$ cat config.mk
export PLATFORM = sky130hd
export DESIGN_NAME = cigar_region_interval_locator_unit_flat
export DESIGN_NICKNAME = d
export VERILOG_FILES = /design/src/hw/rtl/cril_pkg.sv /design/src/hw/rtl/cril_if.sv /design/src/hw/rtl/cril_front.sv /design/src/hw/rtl/cril_queue.sv /design/src/hw/rtl/cril_back.sv /design/src/hw/rtl/cigar_region_interval_locator_unit.sv /design/src/flat_wrapper.sv
export VERILOG_INCLUDE_DIRS = /design/src /design/src/hw/rtl
export SDC_FILE = /design/constraint.sdc
export NUM_CORES = 2
export LEC_CHECK = 0
export ABC_CLOCK_PERIOD_IN_PS = 17200
export BUFFER_PORTS_ARGS = -buffer_cell sky130_fd_sc_hd__buf_2
export CAP_MARGIN = 25
export CORE_MARGIN = 1.5
export CORE_UTILIZATION = 55
export DETAILED_ROUTE_END_ITERATION = 12
export GPL_ROUTABILITY_DRIVEN = 0
export PLACE_DENSITY = 0.69
export SYNTH_ARGS = -nofsm -noshare
export SYNTH_HDL_FRONTEND = slang
export SYNTH_SLANG_ARGS = --single-unit
export TNS_END_PERCENT = 10
$ cat constraint.sdc
create_clock -name clk -period 17.2 [get_ports clk]
set_input_delay 3.44 -clock clk [delete_from_list [all_inputs] [get_ports clk]]
set_output_delay 3.44 -clock clk [all_outputs]
set_load 0.01 [all_outputs]
$ cat src/hw/rtl/cigar_region_interval_locator_unit_defines.svh
// Assertion macros shared by the locator RTL.
// No dependencies; included by modules that carry checks.
`ifndef CIGAR_REGION_INTERVAL_LOCATOR_UNIT_DEFINES_SVH
`define CIGAR_REGION_INTERVAL_LOCATOR_UNIT_DEFINES_SVH
`ifndef NO_ASSERTIONS
`define CRIL_ASSERT_IMPLY(label, clk, rst_n, ante, cons) \
	label: assert property (@(posedge clk) disable iff (!rst_n) (ante) |-> (cons)) \
		else $error("same-cycle check failed");
`define CRIL_ASSERT_NEXT(label, clk, rst_n, ante, cons) \
	label: assert property (@(posedge clk) disable iff (!rst_n) (ante) |=> (cons)) \
		else $error("next-cycle check failed");
`else
`define CRIL_ASSERT_IMPLY(label, clk, rst_n, ante, cons)
`define CRIL_ASSERT_NEXT(label, clk, rst_n, ante, cons)
`endif
`endif

$ cat src/hw/rtl/cril_pkg.sv
// Types, codes and helpers for the CIGAR region interval locator.
// No dependencies.
package cril_pkg;
	localparam logic [3:0] OP_M = 4'd0;
	localparam logic [3:0] OP_I = 4'd1;
	localparam logic [3:0] OP_D = 4'd2;
	localparam logic [3:0] OP_N = 4'd3;
	localparam logic [3:0] OP_S = 4'd4;
	localparam logic [3:0] OP_EQ = 4'd7;
	localparam logic [3:0] OP_X = 4'd8;

	localparam logic [1:0] ST_NONE = 2'd0;
	localparam logic [1:0] ST_VALID = 2'd1;
	localparam logic [1:0] ST_START_ONLY = 2'd2;
	localparam logic [1:0] ST_END_ONLY = 2'd3;

	localparam logic [1:0] REG_REGION_START = 2'd0;
	localparam logic [1:0] REG_REGION_END = 2'd1;
	localparam logic [1:0] REG_READ_LENGTH = 2'd2;

	localparam logic signed [33:0] WINDOW = 34'sd250;
	localparam logic signed [31:0] OUT_MAX = 32'sd16777215;
	localparam logic signed [31:0] NO_POS = -32'sd1;

	typedef struct packed {
		logic [27:0] len;
		logic        first;
		logic [31:0] aln_ref_start;
		logic        flipped;
		logic        close_aln;
		logic        last_rec;
		logic        eats_read;
		logic        eats_ref;
		logic        is_match;
	} cril_op_t;

	function automatic logic [33:0] mag34(input logic signed [33:0] v);
		mag34 = v[33] ? 34'(-v) : 34'(v);
	endfunction

	// reflect a read position onto the opposite strand
	function automatic logic signed [31:0] mirror(input logic signed [31:0] p,
		input logic [23:0] rlen);
		if (p < 0) mirror = p;
		else mirror = $signed({8'd0, rlen} - 32'(p) - 32'd1);
	endfunction
endpackage

$ cat src/hw/rtl/cril_if.sv
// Valid/ready channels for CIGAR operations and interval results.
// Depends on nothing.
interface cril_item_if;
	logic        valid;
	logic        ready;
	logic [3:0]  op_kind;
	logic [27:0] op_len;
	logic        first_of_alignment;
	logic [31:0] aln_ref_start;
	logic        aln_flipped;
	logic        last_of_alignment;
	logic        last_of_record;
	modport source(output valid, op_kind, op_len, first_of_alignment, aln_ref_start,
		aln_flipped, last_of_alignment, last_of_record, input ready);
	modport sink(input valid, op_kind, op_len, first_of_alignment, aln_ref_start,
		aln_flipped, last_of_alignment, last_of_record, output ready);
endinterface

interface cril_result_if;
	logic               valid;
	logic               ready;
	logic signed [24:0] interval_start;
	logic signed [24:0] interval_end;
	logic [1:0]         status;
	modport source(output valid, interval_start, interval_end, status, input ready);
	modport sink(input valid, interval_start, interval_end, status, output ready);
endinterface

$ cat src/hw/rtl/cril_front.sv
// Front end: accepts CIGAR operations and classifies them by consumption.
// Depends on cril_pkg and cril_item_if.
module cril_front (
	cril_item_if.sink         item_in,
	input  logic              q_ready,
	output logic              push,
	output cril_pkg::cril_op_t push_op
);
	import cril_pkg::*;

	logic [3:0] kind;

	assign kind = item_in.op_kind;
	assign item_in.ready = q_ready;
	assign push = item_in.valid & q_ready;

	always_comb begin
		push_op.len = item_in.op_len;
		push_op.first = item_in.first_of_alignment;
		push_op.aln_ref_start = item_in.aln_ref_start;
		push_op.flipped = item_in.aln_flipped;
		push_op.close_aln = item_in.last_of_alignment | item_in.last_of_record;
		push_op.last_rec = item_in.last_of_record;
		push_op.eats_read = (kind == OP_M) || (kind == OP_I) || (kind == OP_S) ||
			(kind == OP_EQ) || (kind == OP_X);
		push_op.eats_ref = (kind == OP_M) || (kind == OP_D) || (kind == OP_N) ||
			(kind == OP_EQ) || (kind == OP_X);
		push_op.is_match = (kind == OP_M) || (kind == OP_EQ);
	end
endmodule

$ cat src/hw/rtl/cril_queue.sv
// Small FIFO of classified operations between front and back end.
// Depends on cril_pkg and the assertion macro header.
`include "cigar_region_interval_locator_unit_defines.svh"
module cril_queue #(
	parameter int DEPTH = 4
) (
	input  logic               clk,
	input  logic               arst_n,
	input  logic               push,
	input  cril_pkg::cril_op_t push_op,
	output logic               not_full,
	input  logic               pop,
	output logic               not_empty,
	output cril_pkg::cril_op_t pop_op
);
	import cril_pkg::*;

	localparam int AW = (DEPTH > 1) ? $clog2(DEPTH) : 1;
	localparam int CW = $clog2(DEPTH + 1);

	cril_op_t        slot_q [DEPTH];
	logic [AW-1:0]   wr_ptr_q;
	logic [AW-1:0]   rd_ptr_q;
	logic [CW-1:0]   count_q;

	assign not_full = count_q != CW'(DEPTH);
	assign not_empty = count_q != '0;
	assign pop_op = slot_q[rd_ptr_q];

	always_ff @(posedge clk) begin
		if (push) slot_q[wr_ptr_q] <= push_op;
	end

	always_ff @(posedge clk or negedge arst_n) begin
		if (!arst_n) begin
			wr_ptr_q <= '0;
			rd_ptr_q <= '0;
			count_q <= '0;
		end else begin
			if (push) wr_ptr_q <= (wr_ptr_q == AW'(DEPTH - 1)) ? '0 : wr_ptr_q + 1'b1;
			if (pop) rd_ptr_q <= (rd_ptr_q == AW'(DEPTH - 1)) ? '0 : rd_ptr_q + 1'b1;
			count_q <= count_q + CW'(push) - CW'(pop);
		end
	end

	`CRIL_ASSERT_IMPLY(a_no_overflow, clk, arst_n, push, not_full)
	`CRIL_ASSERT_IMPLY(a_no_underflow, clk, arst_n, pop, not_empty)
	`CRIL_ASSERT_IMPLY(a_count_range, clk, arst_n, 1'b1, count_q <= CW'(DEPTH))
endmodule

$ cat src/hw/rtl/cril_back.sv
// Back end: running positions and op distances in a first stage, best distances and record interval in a second.
// Depends on cril_pkg, cril_result_if and the assertion macro header.
`include "cigar_region_interval_locator_unit_defines.svh"
module cril_back (
	input  logic               clk,
	input  logic               arst_n,
	input  logic [31:0]        region_start,
	input  logic [31:0]        region_end,
	input  logic [23:0]        read_length,
	input  logic               op_avail,
	input  cril_pkg::cril_op_t op,
	output logic               pop,
	cril_result_if.source      result_out
);
	import cril_pkg::*;

	logic [31:0]        ref_q, read_q;
	logic               rec_open_q;
	logic               vld_s1, open_s1, first_s1, match_s1, close_s1, last_s1, flip_s1;
	logic               nsd_ok_s1, ned_ok_s1;
	logic [33:0]        nsd_mag_s1, ned_mag_s1, bsd_mag_s1, bed_mag_s1;
	logic signed [31:0] cand_new_s_s1, cand_new_e_s1;
	logic [33:0]        best_s_mag_q, best_e_mag_q;
	logic signed [31:0] cand_s_q, cand_e_q, rec_s_q, rec_e_q;
	logic               out_vld_q;
	logic signed [24:0] out_start_q, out_end_q;
	logic [1:0]         out_status_q;

	logic               open_now, first;
	logic [31:0]        ref_new, read_new;
	logic signed [33:0] ds, de, sc, ec, nsd, ned, len34;
	logic               stall_b, adv_b;
	logic [33:0]        best_s_mag0, best_e_mag0, best_s_mag_nx, best_e_mag_nx;
	logic signed [31:0] cand_s0, cand_e0, rec_s0, rec_e0;
	logic               upd_s, upd_e;
	logic signed [31:0] cand_s_nx, cand_e_nx, sp, ep, rec_s_nx, rec_e_nx;
	logic               win_s, win_e;
	logic signed [24:0] res_start, res_end;
	logic [1:0]         res_status;

	// first stage: positions and the distances of this operation
	always_comb begin
		open_now = !rec_open_q;
		first = op.first | open_now;
		ref_new = (first ? op.aln_ref_start : ref_q) +
			(op.eats_ref ? {4'd0, op.len} : 32'd0);
		read_new = (first ? 32'd0 : read_q) + (op.eats_read ? {4'd0, op.len} : 32'd0);

		len34 = $signed({6'd0, op.len});
		ds = $signed({2'b00, ref_new}) - $signed({2'b00, region_start});
		de = $signed({2'b00, ref_new}) - $signed({2'b00, region_end});
		sc = (ds > 0) ? ((len34 < ds) ? len34 : ds) : 34'sd1;
		ec = (de <= 0) ? 34'sd1 : ((len34 < de) ? len34 : de);
		nsd = ds - sc;
		ned = de - ec;
	end

	// second stage: best distances, candidates and the record merge
	always_comb begin
		best_s_mag0 = open_s1 ? {10'd0, read_length} : best_s_mag_q;
		best_e_mag0 = open_s1 ? {10'd0, read_length} : best_e_mag_q;
		rec_s0 = open_s1 ? NO_POS : rec_s_q;
		rec_e0 = open_s1 ? NO_POS : rec_e_q;
		cand_s0 = first_s1 ? NO_POS : cand_s_q;
		cand_e0 = first_s1 ? NO_POS : cand_e_q;

		upd_s = match_s1 && nsd_ok_s1 && (nsd_mag_s1 <= best_s_mag0);
		upd_e = match_s1 && ned_ok_s1 && (ned_mag_s1 <= best_e_mag0);
		cand_s_nx = upd_s ? cand_new_s_s1 : cand_s0;
		cand_e_nx = upd_e ? cand_new_e_s1 : cand_e0;
		best_s_mag_nx = upd_s ? bsd_mag_s1 : best_s_mag0;
		best_e_mag_nx = upd_e ? bed_mag_s1 : best_e_mag0;

		// swap and reflect when the alignment runs against the primary strand
		sp = flip_s1 ? mirror(cand_e_nx, read_length) : cand_s_nx;
		ep = flip_s1 ? mirror(cand_s_nx, read_length) : cand_e_nx;
		win_s = best_s_mag_nx <= 34'd250;
		win_e = best_e_mag_nx <= 34'd250;
		rec_s_nx = (close_s1 && sp >= 0 && win_s && (rec_s0 == NO_POS || sp < rec_s0)) ?
			sp : rec_s0;
		rec_e_nx = (close_s1 && ep >= 0 && win_e && (rec_e0 == NO_POS || ep > rec_e0)) ?
			ep : rec_e0;

		res_start = (rec_s_nx > OUT_MAX) ? OUT_MAX[24:0] : rec_s_nx[24:0];
		res_end = (rec_e_nx > OUT_MAX) ? OUT_MAX[24:0] : rec_e_nx[24:0];
		if (rec_s_nx >= 0 && rec_e_nx > rec_s_nx && rec_e_nx < $signed({8'd0, read_length}))
			res_status = ST_VALID;
		else if (rec_s_nx >= 0 && rec_e_nx == NO_POS) res_status = ST_START_ONLY;
		else if (rec_e_nx >= 0 && rec_s_nx == NO_POS) res_status = ST_END_ONLY;
		else res_status = ST_NONE;
	end

	// hold a record close in the second stage while the previous result is still held
	assign stall_b = vld_s1 && last_s1 && out_vld_q && !result_out.ready;
	assign adv_b = vld_s1 && !stall_b;
	assign pop = op_avail && !stall_b;

	assign result_out.valid = out_vld_q;
	assign result_out.interval_start = out_start_q;
	assign result_out.interval_end = out_end_q;
	assign result_out.status = out_status_q;

	always_ff @(posedge clk or negedge arst_n) begin
		if (!arst_n) begin
			ref_q <= '0;
			read_q <= '0;
			rec_open_q <= 1'b0;
			vld_s1 <= 1'b0;
		end else begin
			if (pop) begin
				ref_q <= ref_new;
				read_q <= read_new;
				rec_open_q <= !op.last_rec;
			end
			if (!stall_b) vld_s1 <= pop;
		end
	end

	always_ff @(posedge clk) begin
		if (pop) begin
			open_s1 <= open_now;
			first_s1 <= first;
			match_s1 <= op.is_match;
			close_s1 <= op.close_aln;
			last_s1 <= op.last_rec;
			flip_s1 <= op.flipped;
			nsd_ok_s1 <= nsd >= -WINDOW;
			ned_ok_s1 <= ned <= WINDOW;
			nsd_mag_s1 <= mag34(nsd);
			ned_mag_s1 <= mag34(ned);
			bsd_mag_s1 <= mag34(34'($signed(nsd[31:0])));
			bed_mag_s1 <= mag34(34'($signed(ned[31:0])));
			cand_new_s_s1 <= $signed(read_new - sc[31:0]);
			cand_new_e_s1 <= $signed(read_new - ec[31:0]);
		end
	end

	always_ff @(posedge clk or negedge arst_n) begin
		if (!arst_n) begin
			best_s_mag_q <= '0;
			best_e_mag_q <= '0;
			cand_s_q <= NO_POS;
			cand_e_q <= NO_POS;
			rec_s_q <= NO_POS;
			rec_e_q <= NO_POS;
			out_vld_q <= 1'b0;
		end else begin
			if (adv_b) begin
				best_s_mag_q <= best_s_mag_nx;
				best_e_mag_q <= best_e_mag_nx;
				cand_s_q <= cand_s_nx;
				cand_e_q <= cand_e_nx;
				rec_s_q <= rec_s_nx;
				rec_e_q <= rec_e_nx;
			end
			if (adv_b && last_s1) out_vld_q <= 1'b1;
			else if (result_out.ready) out_vld_q <= 1'b0;
		end
	end

	always_ff @(posedge clk) begin
		if (adv_b && last_s1) begin
			out_start_q <= res_start;
			out_end_q <= res_end;
			out_status_q <= res_status;
		end
	end

	`CRIL_ASSERT_IMPLY(a_valid_ordered, clk, arst_n,
		out_vld_q && out_status_q == ST_VALID, out_start_q < out_end_q)
	`CRIL_ASSERT_NEXT(a_close_shows, clk, arst_n, adv_b && last_s1, out_vld_q)
	`CRIL_ASSERT_IMPLY(a_no_drop, clk, arst_n, out_vld_q && !result_out.ready,
		!(adv_b && last_s1))
endmodule

$ cat src/hw/rtl/cigar_region_interval_locator_unit.sv
// Top level of the CIGAR region interval locator: config registers and wiring.
// Depends on cril_pkg, cril_if, cril_front, cril_queue and cril_back.
//
// Takes one CIGAR operation per clock while the queue is not full: a
// combinational decode classifies each operation into a QUEUE_DEPTH-entry
// queue, and the back end updates the running positions and distances in one
// stage and the best distances and record interval in a second, so one item
// completes per cycle unless the second stage stalls. The result of a record
// is held in an output register; the queue keeps absorbing operations while
// it waits, until full, and only the next record-closing operation stalls, in
// the second stage, until the result is taken. A closing operation passes the
// queue, the first-stage registers and the output register. Write the region
// and read length registers only while no record is in flight.
module cigar_region_interval_locator_unit #(
	parameter int QUEUE_DEPTH = 4
) (
	input  logic        clk,
	input  logic        arst_n,
	input  logic        cfg_wr_en,
	input  logic [1:0]  cfg_index,
	input  logic [31:0] cfg_wdata,
	cril_item_if.sink   item_in,
	cril_result_if.source result_out
);
	import cril_pkg::*;

	logic [31:0] region_start_q, region_end_q;
	logic [23:0] read_length_q;
	logic        push, q_ready, pop, op_avail;
	cril_op_t    push_op, pop_op;

	always_ff @(posedge clk or negedge arst_n) begin
		if (!arst_n) begin
			region_start_q <= '0;
			region_end_q <= '0;
			read_length_q <= '0;
		end else if (cfg_wr_en) begin
			case (cfg_index)
				REG_REGION_START: region_start_q <= cfg_wdata;
				REG_REGION_END: region_end_q <= cfg_wdata;
				REG_READ_LENGTH: read_length_q <= cfg_wdata[23:0];
				default: ;
			endcase
		end
	end

	cril_front u_front (
		.item_in (item_in),
		.q_ready (q_ready),
		.push    (push),
		.push_op (push_op)
	);

	cril_queue #(.DEPTH(QUEUE_DEPTH)) u_queue (
		.clk       (clk),
		.arst_n    (arst_n),
		.push      (push),
		.push_op   (push_op),
		.not_full  (q_ready),
		.pop       (pop),
		.not_empty (op_avail),
		.pop_op    (pop_op)
	);

	cril_back u_back (
		.clk          (clk),
		.arst_n       (arst_n),
		.region_start (region_start_q),
		.region_end   (region_end_q),
		.read_length  (read_length_q),
		.op_avail     (op_avail),
		.op           (pop_op),
		.pop          (pop),
		.result_out   (result_out)
	);
endmodule

$ cat src/flat_wrapper.sv
// flat-port wrapper written by rule: the top's interface ports become plain ports
module cigar_region_interval_locator_unit_flat import cril_pkg::*;
#(
	parameter int QUEUE_DEPTH = 4
)
  (clk, arst_n, cfg_wr_en, cfg_index, cfg_wdata, item_in_valid, item_in_op_kind, item_in_op_len, item_in_first_of_alignment, item_in_aln_ref_start, item_in_aln_flipped, item_in_last_of_alignment, item_in_last_of_record, item_in_ready, result_out_valid, result_out_interval_start, result_out_interval_end, result_out_status, result_out_ready);
  cril_item_if item_in_i ();
  cril_result_if result_out_i ();
  input  logic clk;
  input  logic arst_n;
  input  logic cfg_wr_en;
  input  logic [1:0] cfg_index;
  input  logic [31:0] cfg_wdata;
  input wire logic [$bits(item_in_i.valid)-1:0] item_in_valid;
  input wire logic [$bits(item_in_i.op_kind)-1:0] item_in_op_kind;
  input wire logic [$bits(item_in_i.op_len)-1:0] item_in_op_len;
  input wire logic [$bits(item_in_i.first_of_alignment)-1:0] item_in_first_of_alignment;
  input wire logic [$bits(item_in_i.aln_ref_start)-1:0] item_in_aln_ref_start;
  input wire logic [$bits(item_in_i.aln_flipped)-1:0] item_in_aln_flipped;
  input wire logic [$bits(item_in_i.last_of_alignment)-1:0] item_in_last_of_alignment;
  input wire logic [$bits(item_in_i.last_of_record)-1:0] item_in_last_of_record;
  output wire logic [$bits(item_in_i.ready)-1:0] item_in_ready;
  output wire logic [$bits(result_out_i.valid)-1:0] result_out_valid;
  output wire logic [$bits(result_out_i.interval_start)-1:0] result_out_interval_start;
  output wire logic [$bits(result_out_i.interval_end)-1:0] result_out_interval_end;
  output wire logic [$bits(result_out_i.status)-1:0] result_out_status;
  input wire logic [$bits(result_out_i.ready)-1:0] result_out_ready;
  assign item_in_i.valid = item_in_valid;
  assign item_in_i.op_kind = item_in_op_kind;
  assign item_in_i.op_len = item_in_op_len;
  assign item_in_i.first_of_alignment = item_in_first_of_alignment;
  assign item_in_i.aln_ref_start = item_in_aln_ref_start;
  assign item_in_i.aln_flipped = item_in_aln_flipped;
  assign item_in_i.last_of_alignment = item_in_last_of_alignment;
  assign item_in_i.last_of_record = item_in_last_of_record;
  assign item_in_ready = item_in_i.ready;
  assign result_out_valid = result_out_i.valid;
  assign result_out_interval_start = result_out_i.interval_start;
  assign result_out_interval_end = result_out_i.interval_end;
  assign result_out_status = result_out_i.status;
  assign result_out_i.ready = result_out_ready;
  cigar_region_interval_locator_unit #(.QUEUE_DEPTH(QUEUE_DEPTH)) u_core (.clk(clk), .arst_n(arst_n), .cfg_wr_en(cfg_wr_en), .cfg_index(cfg_index), .cfg_wdata(cfg_wdata), .item_in(item_in_i), .result_out(result_out_i));
endmodule
After elaboration in Yosys (flattened, before gate mapping)
Memories as Yosys holds them, arrays and structs flattened.
Cells that the tools add are included.

storage, ports and cells
  bits in registers = 618
  RAM bits = 268
  output and inout port bits = 54
  logic and storage cells = 177
  memories kept = 1

operators by class
  add/sub/neg operators = 20
  $lt $le $gt $ge = 22
  equality and inequality tests = 15
  mux-type cells = 36
  bitwise operators = 3
  reductions and logical operators = 42

memories
  memory                 depth  bits a word  read ports  clocked after Yosys merged registers in  write ports  line              text
  u_core.u_queue.slot_q  4      67           1           0                                        1            cril_queue.sv:21  cril_op_t slot_q [DEPTH];

operators by type and width
  operator                                                          count
  two-way mux 32 bit                                                14
  two-way mux 34 bit                                                8
  == test 32 x 1 -> 1 bit (second input constant)                   4
  >= comparator 32 x 1 -> 1 bit (second input constant)             4
  <= comparator 34 bit                                              2
  <= comparator 34 x 8 -> 1 bit (second input constant)             2
  negator 32 -> 34 bit                                              2
  negator 34 bit                                                    2
  subtractor 33 x 34 -> 34 bit                                      2
  < comparator 29 x 33 -> 1 bit                                     2
  two-way mux 33 bit                                                2
  subtractor 32 x 32 -> 33 bit                                      2
  adder 32 x 28 -> 32 bit                                           2
  greater-than comparator 32 x 25 -> 1 bit (second input constant)  2
  greater-than comparator 32 bit                                    2
  < comparator 32 x 1 -> 1 bit (second input constant)              2
  subtractor 24 x 32 -> 32 bit                                      2
  subtractor 32 x 1 -> 32 bit (second input constant)               2
  subtractor 32 bit                                                 2
  two-way mux 31 bit                                                2
  two-way mux 28 bit                                                2
  >= comparator 34 x 9 -> 1 bit (second input constant)             1
  <= comparator 34 x 9 -> 1 bit (second input constant)             1
  greater-than comparator 33 x 1 -> 1 bit (second input constant)   1
  25 further kinds                                                  71

Longest topological paths before layout
  depth in word-level cells = 17
  mapped depth = 71
  depth with buffers taken out = 64

By module
A second synthesis with hierarchy kept.

unflattened totals
  cells, all modules = 6,353
  area total of the unflattened synthesis = 61,273.8 µm²

by module, submodules not included
  module                              times used  cells an instance  area each (µm²)
  cril_back                           1           5,704              47,316.6
  cril_queue                          1           387                10,089.7
  cigar_region_interval_locator_unit  1           187                3,314.4
  cril_front                          1           75                 553.0

Worst setup path after synthesis
Ideal clock, no wire load.

  kind = register to register
  start = reg u_core.u_queue.rd_ptr_q[0]
  end = reg u_core.u_back.nsd_mag_s1[33] (data pin)
  arrival time = 15.183 ns
  path slack = 1.841 ns
  stages on the path, launching flop included = 69
  buffers on the path = 7
  cell sequence = dfrtp_1 clkbuf_1 clkbuf_1 buf_1 clkbuf_1 buf_1 mux4_2 nand2_1 nand2_1 ha_1 fa_1 a21o_1 a21oi_1 o21bai_1 a21oi_1 o21bai_1 a21oi_1 o21bai_1 [33 not listed] fa_1 a21o_1 a21oi_1 o21ai_1 a21oi_1 xor2_1 and3_1 nand4_1 or4_1 or4_1 nor4_1 nand3b_1 nor3_1 nand3b_1 nor3_1 and3_1 nand3_1 nor4_1

on the way
  word-level cells in the longest chain between the ends = 10
  elaborated cells between the ends (all ways) = 12

RTL lines
  element                           line              text
  start: declaration                cril_queue.sv:23  logic [AW-1:0] rd_ptr_q;
  start signal: assignment          cril_queue.sv:41  if (pop) rd_ptr_q <= (rd_ptr_q == AW'(DEPTH - 1)) ? '0 : rd_ptr_q + 1'b1;
  memory read (4 x 67 bit) (*)      --
  bitwise OR 1 bit                  cril_back.sv:44   first = op.first | open_now;
  two-way mux 32 bit                cril_back.sv:45   ref_new = (first ? op.aln_ref_start : ref_q) +
  adder 32 x 28 -> 32 bit (*)       cril_back.sv:45
  net u_core.u_back.ref_new[14]     cril_back.sv:30   logic [31:0] ref_new, read_new;
  subtractor 32 x 32 -> 33 bit (*)  cril_back.sv:50   ds = $signed({2'b00, ref_new}) - $signed({2'b00, region_start});
  < comparator 29 x 33 -> 1 bit     cril_back.sv:52   sc = (ds > 0) ? ((len34 < ds) ? len34 : ds) : 34'sd1;
  two-way mux 34 bit (2 in a row)   cril_back.sv:52
  subtractor 33 x 34 -> 34 bit (*)  cril_back.sv:54   nsd = ds - sc;
  negator 34 bit                    cril_pkg.sv:38    mag34 = v[33] ? 34'(-v) : 34'(v);
  end signal: assignment            cril_back.sv:129  nsd_mag_s1 <= mag34(nsd);
  end: declaration                  cril_back.sv:21   logic [33:0] nsd_mag_s1, ned_mag_s1, bsd_mag_s1, bed_mag_s1;

The timed path passes the listed nets; every way through them passes the cells marked *.
A chain may end at the register's enable or synchronous reset.

Worst setup path in the final report
  start = reg u_core.u_queue.rd_ptr_q[1]
  end = reg u_core.u_back.nsd_mag_s1[33] (data pin)

Same word-level chain as after synthesis.

==> metrics.md <==
| Metric | Value |
|---|---|
| Status | finished, violations left |
| Failing checks | antenna rules |
| Detailed-route via count | around 49,000 |
| Worst path required time | 17.71 ns |
| Synth cell types | 98 |
| Crit path kind | reg2reg |
| GRT overflow | 0 |
| Post-synth EDFFs | 526 |
| F_max | 0.0633 GHz |
| Worst-path clk slew | 0.06 ns |
| Tmin final | approximately 16 ns |
| Number of setup violations in the final report | 0 |
| Critical Path Sink Type | flip-flop |
| M3 GR Usage | 5.31% |
| Ys flop type | edfxtp_1 |
| Hold crit path type | reg2reg |
| Post-cts resize count | 0 |
| WL per Instance | 23.1 um |
| Initial Util | ~56% |
| Unrepaired setup endpoints after global routing | no |
| Met2 Resource Use GR | 52.6% |
| DP HPWL | 140,000 um |
| Vias per cell | 6.19 |
| DRT antenna net count | 1 |
| Async set-reset flop share out of synthesis | 40.5% |
| Max Transition Viols Final | 0 |
| Slowest-stage cell, CP | dfrtp_4 |
| Die area | roughly 110,000 um^2 |
| Cell Area, Synth | ~60,000 um^2 |
| Layout area overhead | 9.75% |
| Final worst path period share | between 90% and 100% |
| WL final | 183,000 um |
| Largest net degree at the start of global routing | 199 |
| Grt met1 use | 41.6% |
| Largest incremental delay on the critical path | 0.81 ns |
| Worst skew pair latency | 0.71 ns |
| Fraction of layout cells with a size suffix above 1 | roughly 12% |
| DRC | 0 |
| DR iter-0 viols | 4,409 |
| Max_cap viols | 0 |
| H-tree Lvls | 3 |
| Worst-Margin Slew | 1.21 ns |
| TNS Setup | 0 ns |
| Cells after synthesis | 6,285 |
| Synthesis Warnings | 0 |
| Hold-fix buffers at CTS | 0 |
| Arrival time worst endpoint | 16.32 ns |
| Crit start category | flip-flop |
| Vias in the first global route | about 47,000 |
| Final hold vios | 0 |
| Clock Skew | between 0.03 and 0.04 ns |
| Fill count | 9,008 |
| Row count | 120 |
| GRT Util Overall | 32.5% |
| Most frequent CP cell | a21oi_1 |
| CTS Buffer Depth | 3 |
| Nets | 7,057 |
| Core Region | 108,000 um^2 |
| Die width | 333 um |
| Most used routing layer | met2 |
| Root buf cell | clkbuf_16 |
| IO buf count | 160 |
| Post-synthesis sequential area ratio | 41.6% |
| Die Ht | around 330 um |
| Global-route wire length before repair | 278,000 um |
| CTS tree | yes |
| Slew headroom | between 10% and 20% |
| Number of synthesized register bits | 884 |
| I/O pin count | around 160 |
| Post-CTS Setup Repair Bufs | 0 |
| Initial antenna violation count | 10 |
| Post-Syn Area per Cell | 9.52 um^2 |
| CTS Sinks | 884 |
| Drt pass-1 iters | 8 |
| Crit path max fanout | 44 |
| CTS Buf Count | 97 |
-- path summary, 6_finish.rpt --
check	start	endpoint	slack [ns]	cells past startpoint
min in group asynchronous	arst_n	u_core.u_back.cand_e_q[26]	3.12	1
max	u_core.u_queue.rd_ptr_q[1]	u_core.u_back.nsd_mag_s1[33]	1.39	63
min reg2reg	u_core.u_back.rec_e_q[30]	u_core.u_back.rec_e_q[30]	0.46	2
max in group asynchronous	arst_n	u_core.u_queue.rd_ptr_q[0]	12.22	3
min	u_core.u_back.rec_e_q[30]	u_core.u_back.rec_e_q[30]	0.46	2
max reg2reg	u_core.u_queue.rd_ptr_q[1]	u_core.u_back.nsd_mag_s1[33]	1.39	63
-- per-stage QoR --
step           instance area (um^2)  util, %  worst slack, ns  hold WS [ns]  instances
6_report                      65700     61.1             1.39         0.459       7911
5_1_grt                       65700     61.1            0.220         0.470       7902
4_1_cts                       65600     61.0             1.51         0.460       7897
3_5_place_dp                  62300     58.0             1.59         0.453       7716
3_3_place_gp                  62300     58.0             1.69         0.448       7716
2_1_floorplan                 59900        -             1.84         0.437       6294
-- logic make-up (layout without fill, tap and decap cells) --
| kind of cell | Yosys count | count (layout) | synth area share (%) |
|---|---|---|---|
| other cells | 2 | 22 | 0.0125 |
| xor+xnor | 386 | 386 | 5.65 |
| buf+inv | 544 | 747 | 3.48 |
| compound gates | 1448 | 1448 | 14.8 |
| mux | 247 | 247 | 5.64 |
| flops | 884 | 884 | 41.6 |
| simple gates | 2234 | 2234 | 17.5 |
| fa+ha+maj | 540 | 540 | 11.4 |
-- area by class of cell --
type	instances	area, um^2	area share [%]
tap	1403	1760	2.67
inverter	325	1230	1.87
timing repair buffer	241	1480	2.25
clock buffer	117	2580	3.93
sequential	884	24900	37.9
clock inverter	64	701	1.07
antenna	11	27.5	0.0419
multi-input combinational	4866	33000	50.2
-- cell usage after synthesis (all sizes together), types with 11 or more instances --
library cell | count | share of area [%]
a211o | 11 | 0.16
a211oi | 35 | 0.44
a21boi | 15 | 0.19
a21o | 120 | 1.5
a21oi | 345 | 2.9
a22o | 22 | 0.32
a31oi | 61 | 0.66
and2 | 110 | 1.1
and3 | 56 | 0.59
and4 | 12 | 0.18
buf | 35 | 0.28
clkbuf | 184 | 1.2
dfrtp | 230 | 9.6
dfstp | 128 | 5.6
edfxtp | 526 | 26
ha | 525 | 11
inv | 324 | 2.0
mux2 | 87 | 1.6
mux2i | 97 | 1.6
mux4 | 63 | 2.4
nand2 | 932 | 5.9
nand2b | 52 | 0.54
nand3 | 99 | 0.83
nand4 | 82 | 0.89
nor2 | 467 | 2.9
nor2b | 62 | 0.65
nor3 | 110 | 0.92
nor3b | 11 | 0.14
nor4 | 47 | 0.50
o211ai | 39 | 0.49
o21a | 57 | 0.73
o21ai | 552 | 4.6
o21bai | 40 | 0.50
o31ai | 22 | 0.28
or2 | 60 | 0.63
or3 | 76 | 0.79
or4 | 27 | 0.35
xnor2 | 270 | 4.0
xor2 | 116 | 1.7
-- placed cells by master, fill, tap and decap left out, drive strengths merged, types with 116 or more instances in the layout --
cell and n:
nand2 932, o21ai 552, edfxtp 526, ha 525, nor2 467, a21oi 345
inv 334, xnor2 270, buf 239, dfrtp 230, dfstp 128, a21o 120
clkbuf 118, xor2 116
-- flip-flops by register name, indices dropped and copies added, names as in the netlist, 24 cells and up --
signal,flops
u_core.region_start_q,32
u_core.u_queue.slot_q,268
u_core.u_back.read_q,32
u_core.u_back.bsd_mag_s1,33
u_core.u_back.ref_q,32
u_core.u_back.cand_new_e_s1,32
u_core.u_back.result_out.interval_end,25
u_core.read_length_q,24
u_core.u_back.result_out.interval_start,25
u_core.u_back.cand_e_q,32
u_core.u_back.ned_mag_s1,34
u_core.u_back.rec_s_q,32
u_core.u_back.cand_new_s_s1,32
u_core.u_back.cand_s_q,32
u_core.u_back.nsd_mag_s1,34
u_core.u_back.rec_e_q,32
u_core.u_back.best_e_mag_q,34
u_core.u_back.best_s_mag_q,34
u_core.region_end_q,32
u_core.u_back.bed_mag_s1,33
-- routing by layer --
layer  up-vias  routed length [um]
met3       517               13500
li1      22900                   -
met4         2               10900
met1     23600               74000
met5         -                  12
met2      1951               84300
-- worst max-delay path: cells and delay by family (launching register included) --
family                   cells  cell delay [ns]
multiplexers                 1             0.43
XOR/XNOR                     2             0.67
flip-flops                   1             0.81
adder cells (fa/ha/maj)      8             2.76
AND/OR/NAND/NOR             24             5.50
AO/OA/AOI/OAI               25             4.92
buffers and inverters        3             0.49
Power is not shown: default switching activity piles up to over one toggle a cycle in this logic, so the estimate is an artifact.
